<file path="src/rtl/assert_macros.svh">
`ifndef ASSERT_MACROS_SVH
`define ASSERT_MACROS_SVH

// Checked at every clock edge outside reset.
`define ASSERT_CLK(label, prop, msg) \
	label: assert property (@(posedge clk) disable iff (!arst_n) (prop)) else $error(msg);

// Implication checked at every clock edge outside reset.
`define ASSERT_IMPL(label, pre, post, msg) \
	label: assert property (@(posedge clk) disable iff (!arst_n) (pre) |-> (post)) else $error(msg);

`endif

</file>
<file path="src/rtl/jrcd_pkg.sv">
package jrcd_pkg;

	localparam int BUFFER_BYTES = 262143;
	localparam logic [17:0] COUNT_CAP =
		18'((BUFFER_BYTES < 262143) ? BUFFER_BYTES : 262143);

	localparam int FIFO_DEPTH = 4;
	localparam int FIFO_PTR_W = $clog2(FIFO_DEPTH);

	localparam logic signed [17:0] DEPTH_MAX = 18'sh1ffff;
	localparam logic signed [17:0] DEPTH_MIN = 18'sh20000;

	localparam logic [17:0] MSGPACK_BYTES_RST = 18'd1024;
	localparam logic [17:0] EARLY_POS_RST     = 18'd1000;
	localparam logic [7:0]  WS_WINDOW_RST     = 8'd100;

	localparam logic [7:0] CH_LBRACE = 8'h7b;
	localparam logic [7:0] CH_RBRACE = 8'h7d;
	localparam logic [7:0] CH_QUOTE  = 8'h22;
	localparam logic [7:0] CH_BSLASH = 8'h5c;
	localparam logic [7:0] CH_SPACE  = 8'h20;

	typedef enum logic [1:0] {
		REG_MSGPACK_BYTES = 2'd0,
		REG_EARLY_POS     = 2'd1,
		REG_WS_WINDOW     = 2'd2,
		REG_UNUSED        = 2'd3
	} reg_idx_t;

	typedef enum logic [2:0] {
		FMT_SHORT    = 3'd0,
		FMT_JSON     = 3'd1,
		FMT_PREFIXED = 3'd2,
		FMT_MSGPACK  = 3'd3,
		FMT_UNKNOWN  = 3'd4
	} fmt_t;

	// classified input byte
	typedef struct packed {
		logic [7:0] data_byte;
		logic       starts_buffer;
		logic       is_space;
		logic       is_lbrace;
		logic       is_rbrace;
		logic       is_quote;
		logic       is_bslash;
		logic       is_mp_lead;
	} item_t;

	typedef struct packed {
		logic full;
		logic empty;
	} fifo_stat_t;

	typedef struct packed {
		logic                complete;
		fmt_t                format_code;
		logic signed [17:0]  nest_depth;
		logic [17:0]         bytes_seen;
	} result_t;

	function automatic logic is_space_f(input logic [7:0] c);
		return (c == CH_SPACE) || (c >= 8'h09 && c <= 8'h0d);
	endfunction

	function automatic logic is_mp_lead_f(input logic [7:0] c);
		return (c >= 8'h80 && c <= 8'h8f) || (c >= 8'ha0 && c <= 8'hbf) ||
			(c == 8'hde) || (c == 8'hdf);
	endfunction

endpackage

</file>
<file path="src/rtl/jrcd_front.sv">
module jrcd_front
	import jrcd_pkg::*;
(
	input  logic       in_valid,
	output logic       in_ready,
	input  logic [7:0] in_byte,
	input  logic       in_start,
	input  fifo_stat_t stat,
	output logic       push,
	output item_t      item
);

	assign in_ready = !stat.full;
	assign push     = in_valid && !stat.full;

	always_comb begin
		item.data_byte     = in_byte;
		item.starts_buffer = in_start;
		item.is_space      = is_space_f(in_byte);
		item.is_lbrace     = (in_byte == CH_LBRACE);
		item.is_rbrace     = (in_byte == CH_RBRACE);
		item.is_quote      = (in_byte == CH_QUOTE);
		item.is_bslash     = (in_byte == CH_BSLASH);
		item.is_mp_lead    = is_mp_lead_f(in_byte);
	end

endmodule

</file>
<file path="src/rtl/jrcd_fifo.sv">
`include "assert_macros.svh"

module jrcd_fifo
	import jrcd_pkg::*;
(
	input  logic       clk,
	input  logic       arst_n,
	input  logic       push,
	input  item_t      wr_item,
	input  logic       pop,
	output item_t      rd_item,
	output fifo_stat_t stat
);

	localparam logic [FIFO_PTR_W:0] DEPTH_CNT = (FIFO_PTR_W + 1)'(FIFO_DEPTH);

	item_t                 mem_q [FIFO_DEPTH];
	logic [FIFO_PTR_W-1:0] wr_ptr_q;
	logic [FIFO_PTR_W-1:0] rd_ptr_q;
	logic [FIFO_PTR_W:0]   count_q;

	assign stat.full  = (count_q == DEPTH_CNT);
	assign stat.empty = (count_q == '0);
	assign rd_item    = mem_q[rd_ptr_q];

	always_ff @(posedge clk or negedge arst_n) begin
		if (!arst_n) begin
			wr_ptr_q <= '0;
			rd_ptr_q <= '0;
			count_q  <= '0;
		end else begin
			if (push)
				wr_ptr_q <= wr_ptr_q + 1'b1;
			if (pop)
				rd_ptr_q <= rd_ptr_q + 1'b1;
			if (push && !pop)
				count_q <= count_q + 1'b1;
			else if (pop && !push)
				count_q <= count_q - 1'b1;
		end
	end

	always_ff @(posedge clk) begin
		if (push)
			mem_q[wr_ptr_q] <= wr_item;
	end

	`ASSERT_CLK(a_count_bound, count_q <= DEPTH_CNT, "fifo count beyond depth")
	`ASSERT_IMPL(a_no_pop_empty, pop, !stat.empty, "pop from empty fifo")
	`ASSERT_IMPL(a_no_push_full, push, !stat.full, "push into full fifo")

endmodule

</file>
<file path="src/rtl/jrcd_back.sv">
`include "assert_macros.svh"

module jrcd_back
	import jrcd_pkg::*;
(
	input  logic       clk,
	input  logic       arst_n,
	input  logic       cfg_valid,
	input  logic [1:0] cfg_index,
	input  logic [17:0] cfg_data,
	input  item_t      item,
	input  fifo_stat_t stat,
	output logic       pop,
	output logic       res_valid,
	input  logic       res_ready,
	output result_t    res
);

	// configuration
	logic [17:0] msgpack_bytes_q;
	logic [17:0] early_pos_q;
	logic [7:0]  ws_window_q;

	// per-buffer state
	logic [17:0]        cnt_q;
	logic               lead_brace_q;
	logic [31:0]        prefix_q;
	fmt_t               mode_q;
	logic signed [17:0] depth_q;
	logic               instr_q;
	logic               esc_q;
	logic               cand_q;
	logic [7:0]         cand_run_q;
	logic               done_q;
	logic               last_brace_q;
	logic               saw_mark_q;
	logic [7:0]         trail_run_q;

	logic               out_valid_q;
	result_t            out_q;

	logic [17:0]        n_cnt;
	logic               n_lead_brace;
	logic [31:0]        n_prefix;
	fmt_t               n_mode;
	logic signed [17:0] n_depth;
	logic               n_instr;
	logic               n_esc;
	logic               n_cand;
	logic [7:0]         n_cand_run;
	logic               n_done;
	logic               n_last_brace;
	logic               n_saw_mark;
	logic [7:0]         n_trail_run;
	result_t            n_res;

	assign pop       = !stat.empty && (!out_valid_q || res_ready);
	assign res_valid = out_valid_q;
	assign res       = out_q;

	always_comb begin
		logic [17:0] idx;
		logic        json_on;
		logic        json_done;
		fmt_t        fmt;

		if (item.starts_buffer) begin
			n_cnt        = '0;
			n_lead_brace = 1'b0;
			n_prefix     = '0;
			n_mode       = FMT_SHORT;
			n_depth      = '0;
			n_instr      = 1'b0;
			n_esc        = 1'b0;
			n_cand       = 1'b0;
			n_cand_run   = '0;
			n_done       = 1'b0;
			n_last_brace = 1'b0;
			n_saw_mark   = 1'b0;
			n_trail_run  = '0;
		end else begin
			n_cnt        = cnt_q;
			n_lead_brace = lead_brace_q;
			n_prefix     = prefix_q;
			n_mode       = mode_q;
			n_depth      = depth_q;
			n_instr      = instr_q;
			n_esc        = esc_q;
			n_cand       = cand_q;
			n_cand_run   = cand_run_q;
			n_done       = done_q;
			n_last_brace = last_brace_q;
			n_saw_mark   = saw_mark_q;
			n_trail_run  = trail_run_q;
		end

		idx     = n_cnt;
		json_on = 1'b0;

		// full buffer: the byte is dropped
		if (n_cnt < COUNT_CAP) begin
			n_cnt = idx + 18'd1;
			if (idx == '0) begin
				n_lead_brace = item.is_lbrace;
				if (item.is_lbrace)
					n_mode = FMT_JSON;
				else if (item.is_mp_lead)
					n_mode = FMT_MSGPACK;
				else
					n_mode = FMT_UNKNOWN;
			end
			if (idx < 18'd4)
				n_prefix[{idx[1:0], 3'b000} +: 8] = item.data_byte;
			if (idx == 18'd4 && !n_lead_brace && item.is_lbrace) begin
				n_mode  = FMT_PREFIXED;
				n_depth = '0;
				n_instr = 1'b0;
				n_esc   = 1'b0;
			end
			json_on = (n_mode == FMT_JSON) || (n_mode == FMT_PREFIXED);
		end

		if (json_on) begin
			// early-exit candidate watches raw bytes after its brace
			if (n_cand) begin
				if (item.is_space) begin
					n_cand_run = n_cand_run + 8'd1;
					if ({1'b0, n_cand_run} + 9'd1 >= {1'b0, ws_window_q}) begin
						n_done = 1'b1;
						n_cand = 1'b0;
					end
				end else begin
					n_cand = 1'b0;
				end
			end

			if (item.is_space) begin
				if (n_trail_run != 8'hff)
					n_trail_run = n_trail_run + 8'd1;
			end else begin
				n_saw_mark   = 1'b1;
				n_last_brace = item.is_rbrace;
				n_trail_run  = '0;
			end

			// a backslash escapes the next byte even outside strings
			priority if (n_esc) begin
				n_esc = 1'b0;
			end else if (item.is_bslash) begin
				n_esc = 1'b1;
			end else if (item.is_quote) begin
				n_instr = !n_instr;
			end else if (!n_instr) begin
				if (item.is_lbrace) begin
					if (n_depth != DEPTH_MAX)
						n_depth = n_depth + 18'sd1;
				end else if (item.is_rbrace) begin
					if (n_depth != DEPTH_MIN)
						n_depth = n_depth - 18'sd1;
					if (n_depth == '0 && idx > early_pos_q) begin
						if (ws_window_q <= 8'd1) begin
							n_done = 1'b1;
						end else begin
							n_cand     = 1'b1;
							n_cand_run = '0;
						end
					end
				end
			end
		end

		json_done = n_done || n_cand ||
			(n_depth == '0 && !n_instr && n_saw_mark && n_last_brace &&
			n_trail_run < ws_window_q);

		fmt = (n_cnt < 18'd2) ? FMT_SHORT : n_mode;

		n_res.format_code = fmt;
		n_res.nest_depth  = n_depth;
		n_res.bytes_seen  = n_cnt;
		unique case (fmt)
			FMT_JSON:     n_res.complete = json_done;
			FMT_PREFIXED: n_res.complete = json_done && (n_prefix[31:18] == '0) &&
				({1'b0, n_cnt} >= {1'b0, n_prefix[17:0]} + 19'd4);
			FMT_MSGPACK:  n_res.complete = (n_cnt >= msgpack_bytes_q);
			default:      n_res.complete = 1'b0;
		endcase
	end

	always_ff @(posedge clk or negedge arst_n) begin
		if (!arst_n) begin
			msgpack_bytes_q <= MSGPACK_BYTES_RST;
			early_pos_q     <= EARLY_POS_RST;
			ws_window_q     <= WS_WINDOW_RST;
		end else if (cfg_valid) begin
			unique case (reg_idx_t'(cfg_index))
				REG_MSGPACK_BYTES: msgpack_bytes_q <= cfg_data;
				REG_EARLY_POS:     early_pos_q     <= cfg_data;
				REG_WS_WINDOW:     ws_window_q     <= cfg_data[7:0];
				default: ;
			endcase
		end
	end

	always_ff @(posedge clk or negedge arst_n) begin
		if (!arst_n) begin
			cnt_q        <= '0;
			lead_brace_q <= 1'b0;
			prefix_q     <= '0;
			mode_q       <= FMT_SHORT;
			depth_q      <= '0;
			instr_q      <= 1'b0;
			esc_q        <= 1'b0;
			cand_q       <= 1'b0;
			cand_run_q   <= '0;
			done_q       <= 1'b0;
			last_brace_q <= 1'b0;
			saw_mark_q   <= 1'b0;
			trail_run_q  <= '0;
			out_valid_q  <= 1'b0;
		end else begin
			if (pop) begin
				cnt_q        <= n_cnt;
				lead_brace_q <= n_lead_brace;
				prefix_q     <= n_prefix;
				mode_q       <= n_mode;
				depth_q      <= n_depth;
				instr_q      <= n_instr;
				esc_q        <= n_esc;
				cand_q       <= n_cand;
				cand_run_q   <= n_cand_run;
				done_q       <= n_done;
				last_brace_q <= n_last_brace;
				saw_mark_q   <= n_saw_mark;
				trail_run_q  <= n_trail_run;
				out_valid_q  <= 1'b1;
			end else if (res_ready) begin
				out_valid_q <= 1'b0;
			end
		end
	end

	always_ff @(posedge clk) begin
		if (pop)
			out_q <= n_res;
	end

	`ASSERT_IMPL(a_cand_depth, cand_q, depth_q == '0, "early candidate at nonzero depth")
	`ASSERT_IMPL(a_cand_json, cand_q || done_q,
		mode_q == FMT_JSON || mode_q == FMT_PREFIXED, "early exit outside json")
	`ASSERT_CLK(a_cnt_cap, cnt_q <= COUNT_CAP, "byte count beyond capacity")

endmodule

</file>
<file path="src/rtl/json_response_completeness_detector.sv">
// JSON response completeness detector.
// Slave stream: one buffer byte per transaction in s_axis_tdata[7:0];
// s_axis_tuser set marks the first byte of a new buffer and clears all
// per-buffer state. Master stream: one result per input byte, carrying
// complete, brace depth and bytes seen in m_axis_tdata and the format
// code in m_axis_tuser.
// Config channel: cfg_index 0 MessagePack byte total, 1 early-exit
// position, 2 whitespace window; index 3 is ignored. cfg_ready is always
// high; write only while no bytes are in flight.
// Path: the classified byte lands in a 4-entry queue and is read from
// it through the state update into the output register when that
// register is free or is being taken by the receiver.
// Throughput: one byte per cycle while the receiver does not stall, set by the combinational state update.
// Reset: registers take their defaults, the buffer state is empty.
// When the receiver stalls the result holds, the queue fills and then
// s_axis_tready drops; after the stall it rises again once the held
// result is taken and a byte leaves the queue.
module json_response_completeness_detector
	import jrcd_pkg::*;
(
	input  logic        clk,
	input  logic        arst_n,
	input  logic        s_axis_tvalid,
	output logic        s_axis_tready,
	input  logic [7:0]  s_axis_tdata,   // [7:0] data_byte
	input  logic        s_axis_tuser,   // [0] starts_buffer
	output logic        m_axis_tvalid,
	input  logic        m_axis_tready,
	output logic [39:0] m_axis_tdata,   // [0] complete, [18:1] nest_depth,
	                                    // [36:19] bytes_seen, [39:37] zero
	output logic [2:0]  m_axis_tuser,   // [2:0] format_code
	input  logic        cfg_valid,
	output logic        cfg_ready,
	input  logic [1:0]  cfg_index,
	input  logic [17:0] cfg_data
);

	item_t      fr_item;
	item_t      bk_item;
	fifo_stat_t stat;
	logic       push;
	logic       pop;
	result_t    res;

	assign cfg_ready = 1'b1;

	jrcd_front u_front (
		.in_valid (s_axis_tvalid),
		.in_ready (s_axis_tready),
		.in_byte  (s_axis_tdata),
		.in_start (s_axis_tuser),
		.stat     (stat),
		.push     (push),
		.item     (fr_item)
	);

	jrcd_fifo u_fifo (
		.clk     (clk),
		.arst_n  (arst_n),
		.push    (push),
		.wr_item (fr_item),
		.pop     (pop),
		.rd_item (bk_item),
		.stat    (stat)
	);

	jrcd_back u_back (
		.clk       (clk),
		.arst_n    (arst_n),
		.cfg_valid (cfg_valid),
		.cfg_index (cfg_index),
		.cfg_data  (cfg_data),
		.item      (bk_item),
		.stat      (stat),
		.pop       (pop),
		.res_valid (m_axis_tvalid),
		.res_ready (m_axis_tready),
		.res       (res)
	);

	assign m_axis_tdata = {3'b000, res.bytes_seen, res.nest_depth, res.complete};
	assign m_axis_tuser = res.format_code;

endmodule

</file>
<file path="config.mk">
export PLATFORM = sky130hd
export DESIGN_NAME = json_response_completeness_detector
export DESIGN_NICKNAME = d
export VERILOG_FILES = /design/src/rtl/jrcd_pkg.sv /design/src/rtl/jrcd_front.sv /design/src/rtl/jrcd_fifo.sv /design/src/rtl/jrcd_back.sv /design/src/rtl/json_response_completeness_detector.sv
export VERILOG_INCLUDE_DIRS = /design/src /design/src/rtl
export SDC_FILE = /design/constraint.sdc
export NUM_CORES = 1
export LEC_CHECK = 0
export ABC_CLOCK_PERIOD_IN_PS = 9000
export BUFFER_PORTS_ARGS = -buffer_cell sky130_fd_sc_hd__buf_4
export CAP_MARGIN = 10
export CORE_MARGIN = 10
export CORE_UTILIZATION = 45
export CTS_BUF_LIST = sky130_fd_sc_hd__clkbuf_16
export CTS_CLUSTER_SIZE = 24
export DETAILED_ROUTE_END_ITERATION = 6
export SKIP_CTS_REPAIR_TIMING = 1
export SLEW_MARGIN = 20
export SYNTH_ARGS = -nofsm -noshare
export SYNTH_HDL_FRONTEND = slang
export SYNTH_HIERARCHICAL = 1
export SYNTH_SLANG_ARGS = --single-unit
</file>
<file path="constraint.sdc">
create_clock -name clk -period 9 [get_ports clk]
set_input_delay 2.7 -clock clk [delete_from_list [all_inputs] [get_ports clk]]
set_output_delay 2.7 -clock clk [all_outputs]
set_load 0.01 [all_outputs]
</file>
==> key figures, run 1 <==
Power and ir drop
  • Pwr dens: 325.8 nW/um^2
  • Worst vdd ir: 371.8 uV
  • LEAKAGE: 0.007318 uW
  • Total Power: 5450 uW

Clock network
  • Clock Tree Root: clkbuf_16
  • Worst-Skew Late Latency: 0.57 ns
  • CTS tree: done
  • Clock Sinks: 246
  • Max clock buf depth: 3
  • Max H-tree Level: 1
  • Total CTS buffers: 29
  • Reg clk slew, reported paths: 0.07 ns

STA
  • F_max: 139.2 MHz
  • RSZ-0062 raised after global routing: false
  • Post-layout minimum cycle time: 7.183 ns
  • Setup TNS: 0 ns
  • Final Skew: 0.008292 ns
  • Final setup vio count: 0
  • Slew @ Worst Pin: 1.007 ns
  • Max Transition Viols Final: 0
  • Endpoints failing hold: 0
  • Worst rel slew slack: 32.64%
  • Fin crit share: 79.81%

Placement
  • Final Wtd Congestion: 0.9547
  • Placed Cells: 1,956
  • DP Wirelength: 28,790 um
  • Dpl cell area: 15,710 um^2
  • Port bufs: 75

Outcome
  • Status: completed

Critical path
  • CP max-delay cell: dfrtp_1
  • CP Launch Point: u_fifo/rd_ptr_q[1]
  • Delay-heaviest family, CP: simple AND/OR/NAND/NOR gates
  • Max stage delay on crit path: 0.79 ns
  • Critical path type: flop to flop
  • Critical Path End Type: flop
  • CP Buf/Inv Count: 1
  • Startpoint class of the critical path: flop
  • CP Cell Sequence: mux4_2 -> nor2b_1 -> inv_1 -> ha_1 -> a2111oi_0 -> a311o_1 -> o21a_1 -> nor2_1 -> nor2_1 -> nand4_1 -> nor2_1 -> xnor2_1 -> nor3_1 -> ha_1 -> a21oi_1 -> nor2b_1 -> o21ai_0 -> nand2_1 -> or4b_1 -> nor4_1 -> nand4_1 -> o21ai_1 -> a21oi_1 -> o21ai_2
  • Crit Path Max Fanout: 30
  • Worst flop-to-flop path startpoint: u_fifo/rd_ptr_q[1]
  • Cell mode on critical path: nor2_1
  • WP data required: 9.43 ns
  • Crit path arrival time: 7.61 ns

Route
  • DRT Pass-1 Iters: 7
  • Vias: 11,630
  • DR iter-0 viols: 880
  • Vias per inst: 5.788
  • Total Wirelength: 40,700 um
  • Wire length per cell: 20.25 um
  • DRC: 0
  • Post-route antenna net violation count: 0

Synthesis
  • Top_reg_cell synth: dfrtp_1
  • Post-synth EDFFs: 100
  • Syn Inst Count: 1,504
  • Yosys cell types: 92
  • Flops & latches, synth: 246
  • Post-synth ARST share: 59.35%
  • Seq/Total Area, Yosys: 44.94%
  • Syn Area/Cell: 9.867 um^2
  • Synth warn: 6
  • Post-synthesis cell area: 14,840 um^2

Finish
  • Layout cells sized above 1: 14.09%
  • Design area: 16,730 um^2
  • Most frequent cells in the layout: 205 x nand2_1, 136 x dfrtp_1, 100 x edfxtp_1
  • Final Util: 51.42%
  • Commonest non-fill, non-tap cell in the layout: nand2_1
  • Post-Layout Cell Count: 2,010
  • Nets: 1,666
  • Antenna Cells: 0
  • Area growth syn-to-layout: 12.73%

Worst hold path
  • Min-delay src: u_back/prefix_q[3]
  • Worst min path class: flop to flop

Global route
  • Vias in the first global route: 11,250
  • First-pass GRT wire length: 64,160 um
  • Total gr overflow: 0
  • GR Util All Layers: 19.46%
  • Initial antenna violation count: 0
  • Largest net degree at the start of global routing: 85

Floorplanning
  • Die area: 40,640 um^2
  • # rows: 66
  • Top Ports: 80
  • Starting Density: 45.61%
  • Die Wd: 201.6 um
  • Core Area: 32,540 um^2
  • Die Ht: 201.6 um

Run
  • Max_cap viols: 0
-- metal layers --
layer / GRT usage (%) / part of all wire (%) / up-vias
met4: 5.342 / 2.6 / 0
met3: 3.390 / 5.2 / 60
li1: - / - / 5548
met2: 31.44 / 47 / 317
met1: 26.33 / 46 / 5709
met5: 0 / 0 / -
-- report_power, final --
group	switching [uW]	total (uW)	internal [uW]	leakage (uW)
registers	217	1670	1460	0.00289
logic	1600	2540	944	0.00390
clock network	491	1240	746	0.000529
total	2310	5450	3140	0.00732
-- path summary, 6_finish.rpt --
check                                            endpoint  slack [ns]  cells past startpoint
worst max-delay path                       u_back/res[39]        1.82                     24
min in group asynchronous       u_back/msgpack_bytes_q[7]        2.16                      1
max in group asynchronous               u_fifo/count_q[2]        5.39                      2
worst min register to register         u_back/prefix_q[3]        0.48                      2
worst max register to register             u_back/res[39]        1.82                     24
worst min-delay path                   u_back/prefix_q[3]        0.48                      2
-- state kept, by name, indices dropped and copies added, names as in the netlist, 18 cells and up --
signal / flops
u_back/early_pos_q: 18
u_fifo/mem_q: 60
u_back/prefix_q: 32
u_back/res: 40
u_back/cnt_q: 18
u_back/depth_q: 18
u_back/msgpack_bytes_q: 18
-- cell families after synthesis --
| logic type | synth area share, % |
|---|---|
| flip-flops | 44.94 |
| multiplexers | 5.472 |
| AND/OR/NAND/NOR | 19.63 |
| XOR/XNOR | 3.482 |
| AO/OA/AOI/OAI | 14.11 |
| other | 0.05061 |
| adder cells (fa/ha/maj) | 7.386 |
| buffers and inverters | 4.924 |
-- metrics by stage --
stage | hold slack [ns] | setup WS [ns]
after floorplan | 0.4407 | 2.497
after detailed placement | 0.4632 | 2.040
after CTS | 0.4780 | 2.006
after global routing | 0.5037 | 1.408
final | 0.4827 | 1.817
after global placement | 0.4560 | 2.317
-- final cells by class --
| class | count | area [um^2] |
|---|---|---|
| fill | 3019 | 15810 |
| multi-input combinational | 1090 | 7462 |
| sequential | 246 | 6669 |
| tap | 442 | 553.0 |
| clock buffer | 33 | 825.8 |
| timing repair buffer | 93 | 701.9 |
| inverter | 85 | 321.6 |
| clock inverter | 21 | 195.2 |
-- synth_stat cells (all sizes together) (27+ instances only) --
| library cell | instances | area [um^2] |
|---|---|---|
| nand2 | 205 | 769.5 |
| dfrtp | 136 | 3403 |
| edfxtp | 100 | 3003 |
| o21ai | 100 | 504.2 |
| ha | 86 | 1076 |
| inv | 84 | 315.3 |
| nor2 | 74 | 277.8 |
| a21oi | 57 | 289.0 |
| clkbuf | 56 | 210.2 |
| nor2b | 37 | 231.5 |
| nand3 | 36 | 180.2 |
| mux2 | 35 | 397.9 |
| nor3 | 35 | 196.4 |
| xor2 | 35 | 306.5 |
| buf | 29 | 201.4 |
| a22o | 28 | 245.2 |
| nor4 | 27 | 190.2 |
-- tightest hold or removal path, cell delays in order (launching register included) --
cell and delay, ns:
dfrtp_1 0.34, nand2_1 0.05, nand2_1 0.06
Note: power is estimated with default switching activity, not from simulation.
==> inputs of run 2 (changes only) <==
--- a/config.mk
+++ b/config.mk
@@ -6,7 +6,7 @@
 export SDC_FILE = /design/constraint.sdc
 export NUM_CORES = 1
 export LEC_CHECK = 0
-export ABC_CLOCK_PERIOD_IN_PS = 9000
+export ABC_CLOCK_PERIOD_IN_PS = 7200
 export BUFFER_PORTS_ARGS = -buffer_cell sky130_fd_sc_hd__buf_4
 export CAP_MARGIN = 10
 export CORE_MARGIN = 10
==> constraint.sdc (replaced) <==
create_clock -name clk -period 7.2 [get_ports clk]
set_input_delay 2.16 -clock clk [delete_from_list [all_inputs] [get_ports clk]]
set_output_delay 2.16 -clock clk [all_outputs]
set_load 0.01 [all_outputs]
==> key figures, run 2 (same netlist as run 1, synthesis figures left out) <==
Clock network
  • Max H-tree Level: 1 (unchanged)
  • Clock Sinks: 246 (unchanged)
  • Clock Tree Root: clkbuf_16 (unchanged)
  • CTS tree: done (unchanged)
  • Max clock buf depth: 3 (unchanged)
  • Total CTS buffers: 29 (unchanged)
  • Worst-Skew Late Latency: 0.56 ns (was 0.57 ns)
  • Reg clk slew, reported paths: 0.06 ns (was 0.07 ns)

Floorplanning
  • Die Ht: 201.6 um (unchanged)
  • Starting Density: 45.61% (unchanged)
  • Core Area: 32,540 um^2 (unchanged)
  • Die area: 40,640 um^2 (unchanged)
  • Top Ports: 80 (unchanged)
  • Die Wd: 201.6 um (unchanged)
  • # rows: 66 (unchanged)

Route
  • DRC: 0 (unchanged)
  • Vias per inst: 5.755 (was 5.788)
  • Post-route antenna net violation count: 0 (unchanged)
  • Total Wirelength: 40,100 um (was 40,700 um)
  • Wire length per cell: 19.88 um (was 20.25 um)
  • DRT Pass-1 Iters: 5 (was 7)
  • DR iter-0 viols: 872 (was 880)
  • Vias: 11,610 (was 11,630)

STA
  • Setup TNS: 0 ns (unchanged)
  • RSZ-0062 raised after global routing: false (unchanged)
  • Fin crit share: 86.57% (was 79.81%)
  • Worst rel slew slack: 28.62% (was 32.64%)
  • Max Transition Viols Final: 0 (unchanged)
  • Endpoints failing hold: 0 (unchanged)
  • F_max: 160.4 MHz (was 139.2 MHz)
  • Final Skew: 0.01176 ns (was 0.008292 ns)
  • Final setup vio count: 0 (unchanged)
  • Slew @ Worst Pin: 1.068 ns (was 1.007 ns)
  • Post-layout minimum cycle time: 6.233 ns (was 7.183 ns)

Power and ir drop
  • Pwr dens: 405.8 nW/um^2 (was 325.8 nW/um^2)
  • LEAKAGE: 0.007319 uW (was 0.007318 uW)
  • Total Power: 6805 uW (was 5450 uW)
  • Clock power frac: 22.6% (was 22.7%)
  • Switch share: 42.08% (was 42.30%)
  • Sequential share of power: 30.4% (was 30.7%)
  • Combinational cell fraction of total power: 46.9% (was 46.6%)
  • Worst vdd ir: 262.0 uV (was 371.8 uV)
  • P_int: 3941 uW (was 3145 uW)
  • Sw power: 2863 uW (was 2306 uW)

Critical path
  • CP Launch Point: u_fifo/rd_ptr_q[0] (was u_fifo/rd_ptr_q[1])
  • Delay-heaviest family, CP: simple AND/OR/NAND/NOR gates (unchanged)
  • CP Cell Sequence: mux4_2 -> nor2b_1 -> inv_1 -> ha_1 -> and3b_1 -> and3_1 -> a21oi_2 -> buf_4 -> nand2_1 -> inv_1 -> ha_1 -> nor2b_1 -> nand3_1 -> nand2b_1 -> nor3_1 -> a41oi_1 -> o211ai_1 -> or4b_1 -> nor4_1 -> nand4_1 -> o21ai_1 -> a21oi_1 -> o21ai_2 (was mux4_2 -> nor2b_1 -> inv_1 -> ha_1 -> a2111oi_0 -> a311o_1 -> o21a_1 -> nor2_1 -> nor2_1 -> nand4_1 -> nor2_1 -> xnor2_1 -> nor3_1 -> ha_1 -> a21oi_1 -> nor2b_1 -> o21ai_0 -> nand2_1 -> or4b_1 -> nor4_1 -> nand4_1 -> o21ai_1 -> a21oi_1 -> o21ai_2)
  • Worst-case reg-to-reg path depth: 23 (was 24)
  • Critical path type: flop to flop (unchanged)
  • Max stage delay on crit path: 0.57 ns (was 0.79 ns)
  • WP data required: 7.62 ns (was 9.43 ns)
  • Startpoint class of the critical path: flop (unchanged)
  • Crit Path Max Fanout: 19 (was 30)
  • Worst flop-to-flop path startpoint: u_fifo/rd_ptr_q[0] (was u_fifo/rd_ptr_q[1])
  • Levels on crit path: 23 (was 24)
  • CP Buf/Inv Count: 3 (was 1)
  • CP max-delay cell: mux4_2 (was dfrtp_1)
  • Critical Path End Type: flop (unchanged)
  • Crit path arrival time: 6.65 ns (was 7.61 ns)

Placement
  • Final Wtd Congestion: 0.9105 (was 0.9547)
  • DP Wirelength: 28,960 um (was 28,790 um)
  • Port bufs: 75 (unchanged)

Worst hold path
  • Worst min path class: flop to flop (unchanged)
  • Min-delay src: u_back/prefix_q[11] (was u_back/prefix_q[3])
  • Hold path depth: 2 (unchanged)

Global route
  • Vias in the first global route: 10,980 (was 11,250)
  • Total gr overflow: 0 (unchanged)
  • GR Util All Layers: 19.21% (was 19.46%)
  • First-pass GRT wire length: 63,830 um (was 64,160 um)
  • Largest net degree at the start of global routing: 100 (was 85)
  • Initial antenna violation count: 0 (unchanged)

Finish
  • Nets: 1,673 (was 1,666)
  • Area of the multi-input gates: 7458 um^2 (was 7462 um^2)
  • Final Util: 51.54% (was 51.42%)
  • Layout cells sized above 1: 14.60% (was 14.09%)
  • Fillers: 3,028 (was 3,019)
  • Reg with most FFs: u_fifo/mem_q (unchanged)
  • Area growth syn-to-layout: 13.00% (was 12.73%)
  • Commonest non-fill, non-tap cell in the layout: nand2_1 (unchanged)
  • Most frequent cells in the layout: 205 x nand2_1, 136 x dfrtp_1, 100 x edfxtp_1 (unchanged)
  • Seq. cell area: 6669 um^2 (unchanged)
  • Antenna Cells: 0 (unchanged)
  • Largest register FFs: 60 (unchanged)

Run
  • Max_cap viols: 0 (unchanged)

Outcome
  • Status: completed (unchanged)
run 2: changes by cell type in the layout (fill, tap and decap cells not counted), moves of 2 or more:
cell and delta:
clkinv_2 +4, clkinv_1 -2, clkbuf_16 -4, clkinvlp_4 +5, bufinv_16 +2, buf_4 +7, inv_2 -4
run 2: final cells by class:
| cell class | count | area share, % |
|---|---|---|
| inverters | 85 | 1.918 |
| well taps | 442 | 3.298 |
| clock inverters | 25 | 1.709 |
| multi-input cells | 1090 | 44.48 |
| repair buffers | 100 | 4.499 |
| flip-flops and latches | 246 | 39.77 |
| clock buffers | 29 | 4.328 |
run 2: metrics by stage:
stage / worst slack (ns) / instances / cell area (um^2) / hold slack (ns)
after detailed placement: 1.105 / 1963 / 15760 / 0.4609
after global placement: 1.177 / 1963 / 15760 / 0.4575
after global routing: 0.5262 / 2017 / 16770 / 0.5044
after floorplan: 0.6971 / 1506 / 14850 / 0.4407
after CTS: 1.104 / 2017 / 16770 / 0.4780
final: 0.9673 / 2017 / 16770 / 0.4761
run 2: per-layer routing:
layer  track usage [%]  part of all wire, %  up-vias
met4             4.779                  2.3        0
li1                  -                    -     5547
met5                 0                    0        -
met1             26.44                   45     5632
met3             2.876                  6.1       57
met2             31.11                   47      372
run 2: path summary, 6_finish.rpt:
| check | to | slack (ns) |
|---|---|---|
| worst max-delay path | u_back/res[39] | 0.97 |
| worst min register to register | u_back/prefix_q[11] | 0.48 |
| worst max register to register | u_back/res[39] | 0.97 |
| max in group asynchronous | u_back/prefix_q[2] | 4.23 |
| worst min-delay path | u_back/prefix_q[11] | 0.48 |
| min in group asynchronous | u_back/msgpack_bytes_q[6] | 1.68 |
run 2: worst reg2reg max path, delay by kind of cell (launching register included):
family                     cells  cell delay (ns)
DFF                            1             0.36
AOI/OAI and AO/OA              6             1.42
adders and majority gates      2             0.47
muxes                          1             0.57
and+or+nand+nor               11             2.81
buffers and inverters          3             0.49
run 2: power by group through the flow:
stage	Sequential, uW	Combinational [uW]	Clock (uW)
finish	2070	3190	1540
detailed placement	2090	3160	0
global route	2110	3510	1630
CTS	2070	3180	1580
global placement	2090	3160	0
floorplan	2010	2280	0
